## src/rtl/lmt_pkg.sv

```systemverilog
// ----------------------------------------------------------------------------
// lmt_pkg
// Shared constants and types for the modular Lucas term unit.
// ----------------------------------------------------------------------------
package lmt_pkg;

    localparam int VALUE_WIDTH_DEF = 64;
    localparam int INDEX_WIDTH_DEF = 64;

    typedef enum logic [3:0] {
        ST_IDLE,
        ST_RED_P,
        ST_RED_Q,
        ST_TWO,
        ST_LOOP,
        ST_MAT,
        ST_SHIFT,
        ST_FIN_A,
        ST_FIN_B,
        ST_DONE
    } t_state;

    // handshake between sequencer and the shared multiply-reduce unit
    typedef struct packed {
        logic start;
    } t_mm_req;

    typedef struct packed {
        logic done;
    } t_mm_rsp;

endpackage

```

## src/rtl/lmt_if.sv

```systemverilog
// ----------------------------------------------------------------------------
// lmt_if
// Valid/ready channels for the modular Lucas term unit.
// ----------------------------------------------------------------------------
interface lmt_in_if #(
    parameter int VW = 64,
    parameter int IW = 64
);
    logic              valid;
    logic              ready;
    logic [IW-1:0]     term_index;
    logic [VW-1:0]     param_p;
    logic [VW-1:0]     param_q;
    logic [VW-2:0]     modulus;

    modport source (output valid, term_index, param_p, param_q, modulus, input ready);
    modport sink   (input valid, term_index, param_p, param_q, modulus, output ready);
endinterface

interface lmt_out_if #(
    parameter int VW = 64
);
    logic              valid;
    logic              ready;
    logic [VW-2:0]     u_term;
    logic [VW-2:0]     v_term;

    modport source (output valid, u_term, v_term, input ready);
    modport sink   (input valid, u_term, v_term, output ready);
endinterface

```

## src/rtl/lmt_mulmod.sv

```systemverilog
// ----------------------------------------------------------------------------
// lmt_mulmod
// Bit-serial modular multiply: x*y mod m, one bit of y per cycle, MSB first.
// x must be below m; y may be any W-bit value.
// ----------------------------------------------------------------------------
module lmt_mulmod
    import lmt_pkg::*;
#(
    parameter int W = VALUE_WIDTH_DEF
) (
    input  logic          i_clk,
    input  logic          i_rst_n,
    input  t_mm_req       i_req,
    input  logic [W-2:0]  i_x,
    input  logic [W-1:0]  i_y,
    input  logic [W-2:0]  i_mod,
    output t_mm_rsp       o_rsp,
    output logic [W-2:0]  o_result
);

    localparam int MW = W - 1;
    localparam int CW = $clog2(W + 1);

    function automatic logic [MW-1:0] add_mod(input logic [MW-1:0] a,
                                               input logic [MW-1:0] b,
                                               input logic [MW-1:0] m);
        logic [MW:0] s;
        s = {1'b0, a} + {1'b0, b};
        return (s >= {1'b0, m}) ? MW'(s - {1'b0, m}) : s[MW-1:0];
    endfunction

    logic [MW-1:0] r_acc, n_acc;
    logic [W-1:0]  r_y;
    logic [CW-1:0] r_cnt;
    logic          r_busy;
    logic          r_done;
    logic [MW-1:0] dbl;

    always_comb begin
        dbl   = add_mod(r_acc, r_acc, i_mod);
        n_acc = r_y[W-1] ? add_mod(dbl, i_x, i_mod) : dbl;
    end

    always_ff @(posedge i_clk) begin
        if (!i_rst_n) begin
            r_busy <= 1'b0;
            r_done <= 1'b0;
            r_cnt  <= '0;
        end else begin
            r_done <= 1'b0;
            if (i_req.start) begin
                r_busy <= 1'b1;
                r_cnt  <= CW'(W);
            end else if (r_busy) begin
                r_cnt <= r_cnt - 1'b1;
                if (r_cnt == CW'(1)) begin
                    r_busy <= 1'b0;
                    r_done <= 1'b1;
                end
            end
        end
    end

    always_ff @(posedge i_clk) begin
        if (i_req.start) begin
            r_acc <= '0;
            r_y   <= i_y;
        end else if (r_busy) begin
            r_acc <= n_acc;
            r_y   <= {r_y[W-2:0], 1'b0};
        end
    end

    assign o_rsp.done = r_done;
    assign o_result   = r_acc;

    a_done_after_busy: assert property (@(posedge i_clk) disable iff (!i_rst_n)
        r_done |-> $past(r_busy))
        else $error("done without a running product");
    a_no_start_busy: assert property (@(posedge i_clk) disable iff (!i_rst_n)
        (r_busy && r_cnt != CW'(1)) |=> r_busy)
        else $error("product cut short");
    a_busy_count: assert property (@(posedge i_clk) disable iff (!i_rst_n)
        r_busy |-> (r_cnt != '0))
        else $error("running product with empty bit count");

endmodule

```

## src/rtl/modular_lucas_sequence_term_unit.sv

```systemverilog
// ----------------------------------------------------------------------------
// modular_lucas_sequence_term_unit
// U_n(P,Q) mod m and V_n(P,Q) mod m by 2x2 matrix square-and-multiply.
// ----------------------------------------------------------------------------
// One beat in gives one beat out. All products run on a single bit-serial
// multiply-reduce unit. An item costs three products for operand reduction,
// eight per matrix product (at most two matrix products per bit of n-1) and
// two for the final V term: roughly 5 + 16*bits(n-1) products. The input is
// ready only while no item is in flight; a finished result waits in the
// output register while the next item may be accepted.
module modular_lucas_sequence_term_unit
    import lmt_pkg::*;
#(
    parameter int VALUE_WIDTH = VALUE_WIDTH_DEF,
    parameter int INDEX_WIDTH = INDEX_WIDTH_DEF
) (
    input  logic      i_clk,
    input  logic      i_rst_n,
    lmt_in_if.sink    i_in,
    lmt_out_if.source o_out
);

    localparam int W  = VALUE_WIDTH;
    localparam int MW = W - 1;

    function automatic logic [MW-1:0] add_mod(input logic [MW-1:0] a,
                                               input logic [MW-1:0] b,
                                               input logic [MW-1:0] m);
        logic [MW:0] s;
        s = {1'b0, a} + {1'b0, b};
        return (s >= {1'b0, m}) ? MW'(s - {1'b0, m}) : s[MW-1:0];
    endfunction

    t_state r_state, n_state;

    logic [INDEX_WIDTH-1:0] r_e;
    logic          r_n_zero;
    logic [W-1:0]  r_p, r_q;
    logic [MW-1:0] r_m, r_one, r_two, r_pm, r_negq, r_tmp;
    logic [MW-1:0] r_acc_a, r_acc_b, r_acc_c, r_acc_d;
    logic [MW-1:0] r_bas_a, r_bas_b, r_bas_c, r_bas_d;
    logic [MW-1:0] r_new_a, r_new_b, r_new_c;
    logic [2:0]    r_k;
    logic          r_sq;
    logic          r_issued;
    logic          r_out_valid;
    logic [MW-1:0] r_out_u, r_out_v;

    t_mm_req       mm_req;
    t_mm_rsp       mm_rsp;
    logic [MW-1:0] mm_x, mm_res;
    logic [W-1:0]  mm_y;
    logic          work_st;
    logic [W-1:0]  p_mag, q_mag;
    logic [MW-1:0] mx_a, mx_b, mx_c, mx_d;
    logic [MW-1:0] sum_res, neg_res;

    assign p_mag   = r_p[W-1] ? (~r_p + 1'b1) : r_p;
    assign q_mag   = r_q[W-1] ? (~r_q + 1'b1) : r_q;
    assign sum_res = add_mod(r_tmp, mm_res, r_m);
    assign neg_res = (mm_res == '0) ? '0 : r_m - mm_res;

    assign work_st = (r_state == ST_RED_P) || (r_state == ST_RED_Q) ||
                     (r_state == ST_TWO) || (r_state == ST_MAT) ||
                     (r_state == ST_FIN_A) || (r_state == ST_FIN_B);
    assign mm_req.start = work_st && !r_issued;

    // left factor: acc for a multiply step, base when squaring
    always_comb begin
        mx_a = r_sq ? r_bas_a : r_acc_a;
        mx_b = r_sq ? r_bas_b : r_acc_b;
        mx_c = r_sq ? r_bas_c : r_acc_c;
        mx_d = r_sq ? r_bas_d : r_acc_d;
    end

    // k = {row, col, inner}
    always_comb begin
        mm_x = r_one;
        mm_y = '0;
        case (r_state)
            ST_RED_P: mm_y = p_mag;
            ST_RED_Q: mm_y = q_mag;
            ST_TWO:   mm_y = W'(2);
            ST_MAT: begin
                case ({r_k[2], r_k[0]})
                    2'b00:   mm_x = mx_a;
                    2'b01:   mm_x = mx_b;
                    2'b10:   mm_x = mx_c;
                    default: mm_x = mx_d;
                endcase
                case ({r_k[0], r_k[1]})
                    2'b00:   mm_y = {1'b0, r_bas_a};
                    2'b01:   mm_y = {1'b0, r_bas_b};
                    2'b10:   mm_y = {1'b0, r_bas_c};
                    default: mm_y = {1'b0, r_bas_d};
                endcase
            end
            ST_FIN_A: begin
                mm_x = r_acc_a;
                mm_y = {1'b0, r_pm};
            end
            ST_FIN_B: begin
                mm_x = r_acc_b;
                mm_y = {1'b0, r_two};
            end
            default: ;
        endcase
    end

    lmt_mulmod #(.W(W)) u_mulmod (
        .i_clk    (i_clk),
        .i_rst_n  (i_rst_n),
        .i_req    (mm_req),
        .i_x      (mm_x),
        .i_y      (mm_y),
        .i_mod    (r_m),
        .o_rsp    (mm_rsp),
        .o_result (mm_res)
    );

    always_comb begin
        n_state = r_state;
        unique case (r_state)
            ST_IDLE: begin
                if (i_in.valid) begin
                    n_state = (i_in.modulus == '0) ? ST_DONE : ST_RED_P;
                end
            end
            ST_RED_P: if (mm_rsp.done) n_state = ST_RED_Q;
            ST_RED_Q: if (mm_rsp.done) n_state = ST_TWO;
            ST_TWO: begin
                if (mm_rsp.done) n_state = r_n_zero ? ST_DONE : ST_LOOP;
            end
            ST_LOOP: begin
                if (r_e == '0)   n_state = ST_FIN_A;
                else if (r_e[0]) n_state = ST_MAT;
                else             n_state = ST_SHIFT;
            end
            ST_MAT: begin
                if (mm_rsp.done && r_k == 3'd7) n_state = r_sq ? ST_LOOP : ST_SHIFT;
            end
            ST_SHIFT: n_state = ((r_e >> 1) != '0) ? ST_MAT : ST_LOOP;
            ST_FIN_A: if (mm_rsp.done) n_state = ST_FIN_B;
            ST_FIN_B: if (mm_rsp.done) n_state = ST_DONE;
            ST_DONE:  if (!r_out_valid || o_out.ready) n_state = ST_IDLE;
            default:  n_state = ST_IDLE;
        endcase
    end

    always_ff @(posedge i_clk) begin
        if (!i_rst_n) begin
            r_state     <= ST_IDLE;
            r_issued    <= 1'b0;
            r_out_valid <= 1'b0;
        end else begin
            r_state <= n_state;
            if (mm_req.start)     r_issued <= 1'b1;
            else if (mm_rsp.done) r_issued <= 1'b0;
            if (r_state == ST_DONE && n_state == ST_IDLE) r_out_valid <= 1'b1;
            else if (o_out.ready)                         r_out_valid <= 1'b0;
        end
    end

    always_ff @(posedge i_clk) begin
        unique case (r_state)
            ST_IDLE: begin
                r_p      <= i_in.param_p;
                r_q      <= i_in.param_q;
                r_m      <= i_in.modulus;
                r_one    <= (i_in.modulus == MW'(1)) ? '0 : MW'(1);
                r_e      <= i_in.term_index - 1'b1;
                r_n_zero <= (i_in.term_index == '0);
                r_acc_a  <= '0;
                r_tmp    <= '0;
                r_k      <= '0;
                r_sq     <= 1'b0;
            end
            ST_RED_P: if (mm_rsp.done) r_pm <= r_p[W-1] ? neg_res : mm_res;
            ST_RED_Q: if (mm_rsp.done) r_negq <= r_q[W-1] ? mm_res : neg_res;
            ST_TWO: begin
                if (mm_rsp.done) begin
                    r_two   <= mm_res;
                    r_tmp   <= mm_res;
                    // n of zero: U is 0, V is 2 mod m; straight to the output
                    r_acc_a <= r_n_zero ? '0 : r_one;
                    r_acc_b <= '0;
                    r_acc_c <= '0;
                    r_acc_d <= r_one;
                    r_bas_a <= r_pm;
                    r_bas_b <= r_negq;
                    r_bas_c <= r_one;
                    r_bas_d <= '0;
                end
            end
            ST_LOOP: begin
                r_k  <= '0;
                r_sq <= 1'b0;
            end
            ST_MAT: begin
                if (mm_rsp.done) begin
                    r_k <= r_k + 1'b1;
                    if (!r_k[0]) begin
                        r_tmp <= mm_res;
                    end else begin
                        case (r_k[2:1])
                            2'b00: r_new_a <= sum_res;
                            2'b01: r_new_b <= sum_res;
                            2'b10: r_new_c <= sum_res;
                            default: begin
                                if (r_sq) begin
                                    r_bas_a <= r_new_a;
                                    r_bas_b <= r_new_b;
                                    r_bas_c <= r_new_c;
                                    r_bas_d <= sum_res;
                                end else begin
                                    r_acc_a <= r_new_a;
                                    r_acc_b <= r_new_b;
                                    r_acc_c <= r_new_c;
                                    r_acc_d <= sum_res;
                                end
                            end
                        endcase
                    end
                end
            end
            ST_SHIFT: begin
                r_e  <= r_e >> 1;
                r_k  <= '0;
                r_sq <= 1'b1;
            end
            ST_FIN_A: if (mm_rsp.done) r_tmp <= mm_res;
            ST_FIN_B: if (mm_rsp.done) r_tmp <= sum_res;
            ST_DONE: begin
                if (!r_out_valid || o_out.ready) begin
                    r_out_u <= r_acc_a;
                    r_out_v <= r_tmp;
                end
            end
            default: ;
        endcase
    end

    assign i_in.ready   = (r_state == ST_IDLE);
    assign o_out.valid  = r_out_valid;
    assign o_out.u_term = r_out_u;
    assign o_out.v_term = r_out_v;

    a_done_in_work: assert property (@(posedge i_clk) disable iff (!i_rst_n)
        mm_rsp.done |-> work_st)
        else $error("product result outside a work state");
    a_result_loaded: assert property (@(posedge i_clk) disable iff (!i_rst_n)
        (r_state == ST_DONE && n_state == ST_IDLE) |=> o_out.valid)
        else $error("finished item not presented");
    a_acc_reduced: assert property (@(posedge i_clk) disable iff (!i_rst_n)
        (r_state == ST_LOOP) |-> (r_acc_a < r_m && r_bas_a < r_m && r_bas_b < r_m))
        else $error("matrix entry not reduced");

endmodule
```

## src/flat_wrapper.sv

```systemverilog
// flat-port wrapper written by rule: the top's interface ports become plain ports
module modular_lucas_sequence_term_unit_flat import lmt_pkg::*;
#(
    parameter int VALUE_WIDTH = VALUE_WIDTH_DEF,
    parameter int INDEX_WIDTH = INDEX_WIDTH_DEF
)
  (i_clk, i_rst_n, i_in_valid, i_in_term_index, i_in_param_p, i_in_param_q, i_in_modulus, i_in_ready, o_out_valid, o_out_u_term, o_out_v_term, o_out_ready);
  lmt_in_if i_in_i ();
  lmt_out_if o_out_i ();
  input  logic i_clk;
  input  logic i_rst_n;
  input wire logic [$bits(i_in_i.valid)-1:0] i_in_valid;
  input wire logic [$bits(i_in_i.term_index)-1:0] i_in_term_index;
  input wire logic [$bits(i_in_i.param_p)-1:0] i_in_param_p;
  input wire logic [$bits(i_in_i.param_q)-1:0] i_in_param_q;
  input wire logic [$bits(i_in_i.modulus)-1:0] i_in_modulus;
  output wire logic [$bits(i_in_i.ready)-1:0] i_in_ready;
  output wire logic [$bits(o_out_i.valid)-1:0] o_out_valid;
  output wire logic [$bits(o_out_i.u_term)-1:0] o_out_u_term;
  output wire logic [$bits(o_out_i.v_term)-1:0] o_out_v_term;
  input wire logic [$bits(o_out_i.ready)-1:0] o_out_ready;
  assign i_in_i.valid = i_in_valid;
  assign i_in_i.term_index = i_in_term_index;
  assign i_in_i.param_p = i_in_param_p;
  assign i_in_i.param_q = i_in_param_q;
  assign i_in_i.modulus = i_in_modulus;
  assign i_in_ready = i_in_i.ready;
  assign o_out_valid = o_out_i.valid;
  assign o_out_u_term = o_out_i.u_term;
  assign o_out_v_term = o_out_i.v_term;
  assign o_out_i.ready = o_out_ready;
  modular_lucas_sequence_term_unit #(.VALUE_WIDTH(VALUE_WIDTH), .INDEX_WIDTH(INDEX_WIDTH)) u_core (.i_clk(i_clk), .i_rst_n(i_rst_n), .i_in(i_in_i), .o_out(o_out_i));
endmodule
```

## config.mk

```make
export PLATFORM = sky130hd
export DESIGN_NAME = modular_lucas_sequence_term_unit_flat
export DESIGN_NICKNAME = d
export VERILOG_FILES = /design/src/rtl/lmt_pkg.sv /design/src/rtl/lmt_if.sv /design/src/rtl/lmt_mulmod.sv /design/src/rtl/modular_lucas_sequence_term_unit.sv /design/src/flat_wrapper.sv
export SDC_FILE = /design/constraint.sdc
export NUM_CORES = 2
export LEC_CHECK = 0
export BUFFER_PORTS_ARGS = -buffer_cell sky130_fd_sc_hd__buf_2
export CORE_MARGIN = 4
export CORE_UTILIZATION = 45
export CTS_BUF_LIST = sky130_fd_sc_hd__clkbuf_8
export DETAILED_ROUTE_END_ITERATION = 8
export GPL_ROUTABILITY_DRIVEN = 1
export REMOVE_ABC_BUFFERS = 1
export SLEW_MARGIN = 15
export SYNTH_ARGS = -nofsm -noshare
export SYNTH_HDL_FRONTEND = slang
export SYNTH_SLANG_ARGS = --single-unit
```

## constraint.sdc

```tcl
create_clock -name i_clk -period 25.5 [get_ports i_clk]
set_clock_uncertainty 0.15 [all_clocks]
set_input_delay 2.55 -clock i_clk [delete_from_list [all_inputs] [get_ports i_clk]]
set_output_delay 2.55 -clock i_clk [all_outputs]
set_load 0.02 [all_outputs]
```

==> results.md <==
- Max Root-Sink Buffers: 4
- End of the critical path: u_core.u_mulmod.o_result[9]$_SDFFE_PP0P_
- Final Instance Count excl. Fillers: 11310
- Synth Area per Inst: 10.67 sq um
- Worst EP arrival: 12560 ps
- Crit-path max cell delay: around 1100 ps
- Net count reported at finish: 9233
- Post-CTS sizing: 0
- Die ar.: 201900 sq um
- Syn-to-layout area delta: 11.53%
- Synth unique cells: about 100
- Seq/Total Area, Yosys: 49.61%
- Vias per inst: around 6.6
- Synth Register Bits: 1474
- Cell count after synthesis: slightly above 8000
- Hold buffer count at CTS: 0
- DP Area: 92550 sq um
- Static Leak: approximately 37 nW
- Routability cong.: 1.066
- RSZ-0062 raised after global routing: false
- Final Setup Violations: 0
- Startpoint Class: flip-flop
- Count of final max-slew check failures: 0
- Clk sinks: 1474
- Final WL: 383000 um
- First-pass GRT wire length: 531900 um
- Synth Flop Type: edfxtp_1
- Fin crit share: 46.52%
- Iter 0 DRT Violations: a little over 10000
- Final TNS setup: 0 ps
- CORE AREA: 193200 sq um
- Maximum fanout along the worst path: between 60 and 70
- Die W: 449.3 um
- CP max stage cell: o41ai_1
- CTS tree: yes
- VDD IR-drop max: 0.07645 mV
- Status: complete, but fails checks
- Crit path from: u_core.r_m[18]$_DFFE_PP_
- 1st-pass router iterations: 9
- Post-DR wirelength/cell: 33.88 um
- Drt drc: 12
- Largest net degree at the start of global routing: 188
- Ys Warns: 0
- Remaining global-route overflow: 0
- Vias in the first global route: 71310
- Reg2reg end: u_core.u_mulmod.o_result[9]$_SDFFE_PP0P_
- Fin. Hold Viols: 0
- CTS Buf Count: 282
- Power, Total: 13.13 mW
- Later-pin clock latency in the skew report: around 1100 ps
- Synth Cell Area: 87640 sq um
- Fmax: 84.29 MHz
- Share of cells above drive strength 1: between 10% and 20%
- Reg2reg setup slack: between 10000 and 15000 ps
- # rows: 161
- Total Routing Usage GR: 36.64%
- Via count: 74860
- Fin area: between 90000 and 100000 sq um
- Initial core utilization: a little under half
- Reg2reg start: u_core.r_m[18]$_DFFE_PP_
- CTS Root Cell: clkbuf_8
- Failing checks: design-rule violations
- CTS H-tree lvls: 5
- Commonest non-fill, non-tap cell in the layout: edfxtp_1
- DIE HEIGHT: 449.3 um
- Placed insts: 10820
- Total setup buffers inserted after CTS: 0
- Place WS: 13780 ps
- Slew HR: 14.40%
- Worst-path clk slew: 60 ps
- Share of flip-flops with an asynchronous set or reset: 0%
- Worst setup EP type: flip-flop
- Reg2reg path depth: 31
- Antenna-violating nets left: 0
- Setup WS post-layout: 13640 ps
- Initial antenna violation count: 27
- PD cells: 134.4 nW/um^2
- Least-Margin Pin Slew: 1248 ps
- CP required: 26190 ps
- Worst Path Class, Setup: reg2reg
- Top Ports: 387
- Max Cap Violations: 0
- Most frequent cells in the layout: 1396 x edfxtp_1, 686 x nand2_1, 618 x o21ai_0, 594 x a21oi_1, 528 x nor2_1
- Worst hold path type: reg2reg
- Number of synthesized flops with an enable pin: 1396
- DP Wirelength: between 200000 and 300000 um
- Minimum clock period after layout: 11860 ps
- PortBufs: 386
## stage by stage
stage / hold slack (ps) / utilization, %
floorplan: 280.7 / -
global placement: 309.0 / 47.90
detailed placement: 308.3 / 47.91
CTS: 305.0 / 50.54
global route: 327.6 / 50.59
finish: 303.6 / 50.60
## cells in the mapped netlist (all sizes together), types with 62 or more instances
master / count / area share (%)
inv: 306 / 1.3
nor4: 92 / 0.73
a22oi: 74 / 0.63
mux2i: 136 / 1.6
and3: 213 / 1.5
buf: 67 / 0.37
xnor2: 312 / 3.1
o31ai: 63 / 0.55
a222oi: 93 / 1.1
a21oi: 595 / 3.4
ha: 387 / 5.5
clkbuf: 426 / 1.8
o21bai: 72 / 0.62
a221oi: 62 / 0.62
edfxtp: 1396 / 48
nand4: 126 / 0.90
a31oi: 67 / 0.48
nand2: 689 / 3.0
nor3: 121 / 0.72
mux4: 126 / 3.2
nand3: 128 / 0.75
o21ai: 684 / 3.9
o211ai: 89 / 0.76
nor2: 538 / 2.3
dfxtp: 78 / 1.8
a21o: 331 / 2.8
xor2: 204 / 2.0
## cells by family after synthesis
kind of cell,synth area share (%)
AO/OA/AOI/OAI,18.89
XOR/XNOR,5.156
adder cells (fa/ha/maj),5.662
buffers and inverters,3.510
flip-flops,49.61
multiplexers,4.932
AND/OR/NAND/NOR,12.24
## final cells by class
| class | count | area, sq um |
|---|---|---|
| clock inverter | 179 | 1072 |
| timing repair buffer | 574 | 3426 |
| tap | 2526 | 3161 |
| sequential | 1474 | 43480 |
| fill | 17590 | 95430 |
| multi-input combinational | 5942 | 41410 |
| clock buffer | 291 | 4005 |
| antenna | 14 | 35.03 |
| inverter | 307 | 1160 |
## registers in the layout, summed over array words and instances, names as in the netlist, 64 cells and up
signal	count
u_core.r_e	64
u_core.r_p	64
u_core.r_q	64
u_core.u_mulmod.r_y	64
## report_power, final
| group | leakage [nW] | switching (mW) | internal (mW) |
|---|---|---|---|
| sequential | 13.4 | 0.238 | 3.12 |
| combinational | 20.8 | 5.21 | 2.35 |
| clock | 2.88 | 1.04 | 1.17 |
| total | 37.1 | 6.49 | 6.64 |
## layer usage
layer	vias to the layer above	wire length, um	GRT usage (%)
met4	12	21100	17.44
met2	4749	161800	53.65
met3	838	46100	10.80
li1	32250	-	-
met5	-	100	0
met1	37000	153900	49.89
## worst min path at each step
| stage | from | end | slack (ps) | depth (start not counted) |
|---|---|---|---|---|
| 6_report | u_core.r_acc_a[11]$_DFFE_PP_ | u_core.o_out.u_term[11]$_DFFE_PP_ | 300 | 0 |
| 5_1_grt | u_core.r_acc_a[11]$_DFFE_PP_ | u_core.o_out.u_term[11]$_DFFE_PP_ | 330 | 0 |
| 4_1_cts | u_core.r_acc_a[11]$_DFFE_PP_ | u_core.o_out.u_term[11]$_DFFE_PP_ | 300 | 0 |
| 3_5_place_dp | u_core.r_tmp[13]$_DFFE_PP_ | u_core.o_out.v_term[13]$_DFFE_PP_ | 310 | 0 |
| 3_3_place_gp | u_core.r_acc_a[26]$_DFFE_PP_ | u_core.o_out.u_term[26]$_DFFE_PP_ | 310 | 0 |
| 2_1_floorplan | u_core.r_tmp[0]$_DFFE_PP_ | u_core.o_out.v_term[0]$_DFFE_PP_ | 280 | 0 |
## critical path, delay by kind of cell, from the launching register on
family | cells | cell delay (ps)
flip-flops | 1 | 410
XOR/XNOR | 1 | 250
AO/OA/AOI/OAI | 19 | 6790
adder cells (fa/ha/maj) | 3 | 1110
buffers and inverters | 4 | 1910
AND/OR/NAND/NOR | 4 | 860
Power figures use the tool's default switching activity.
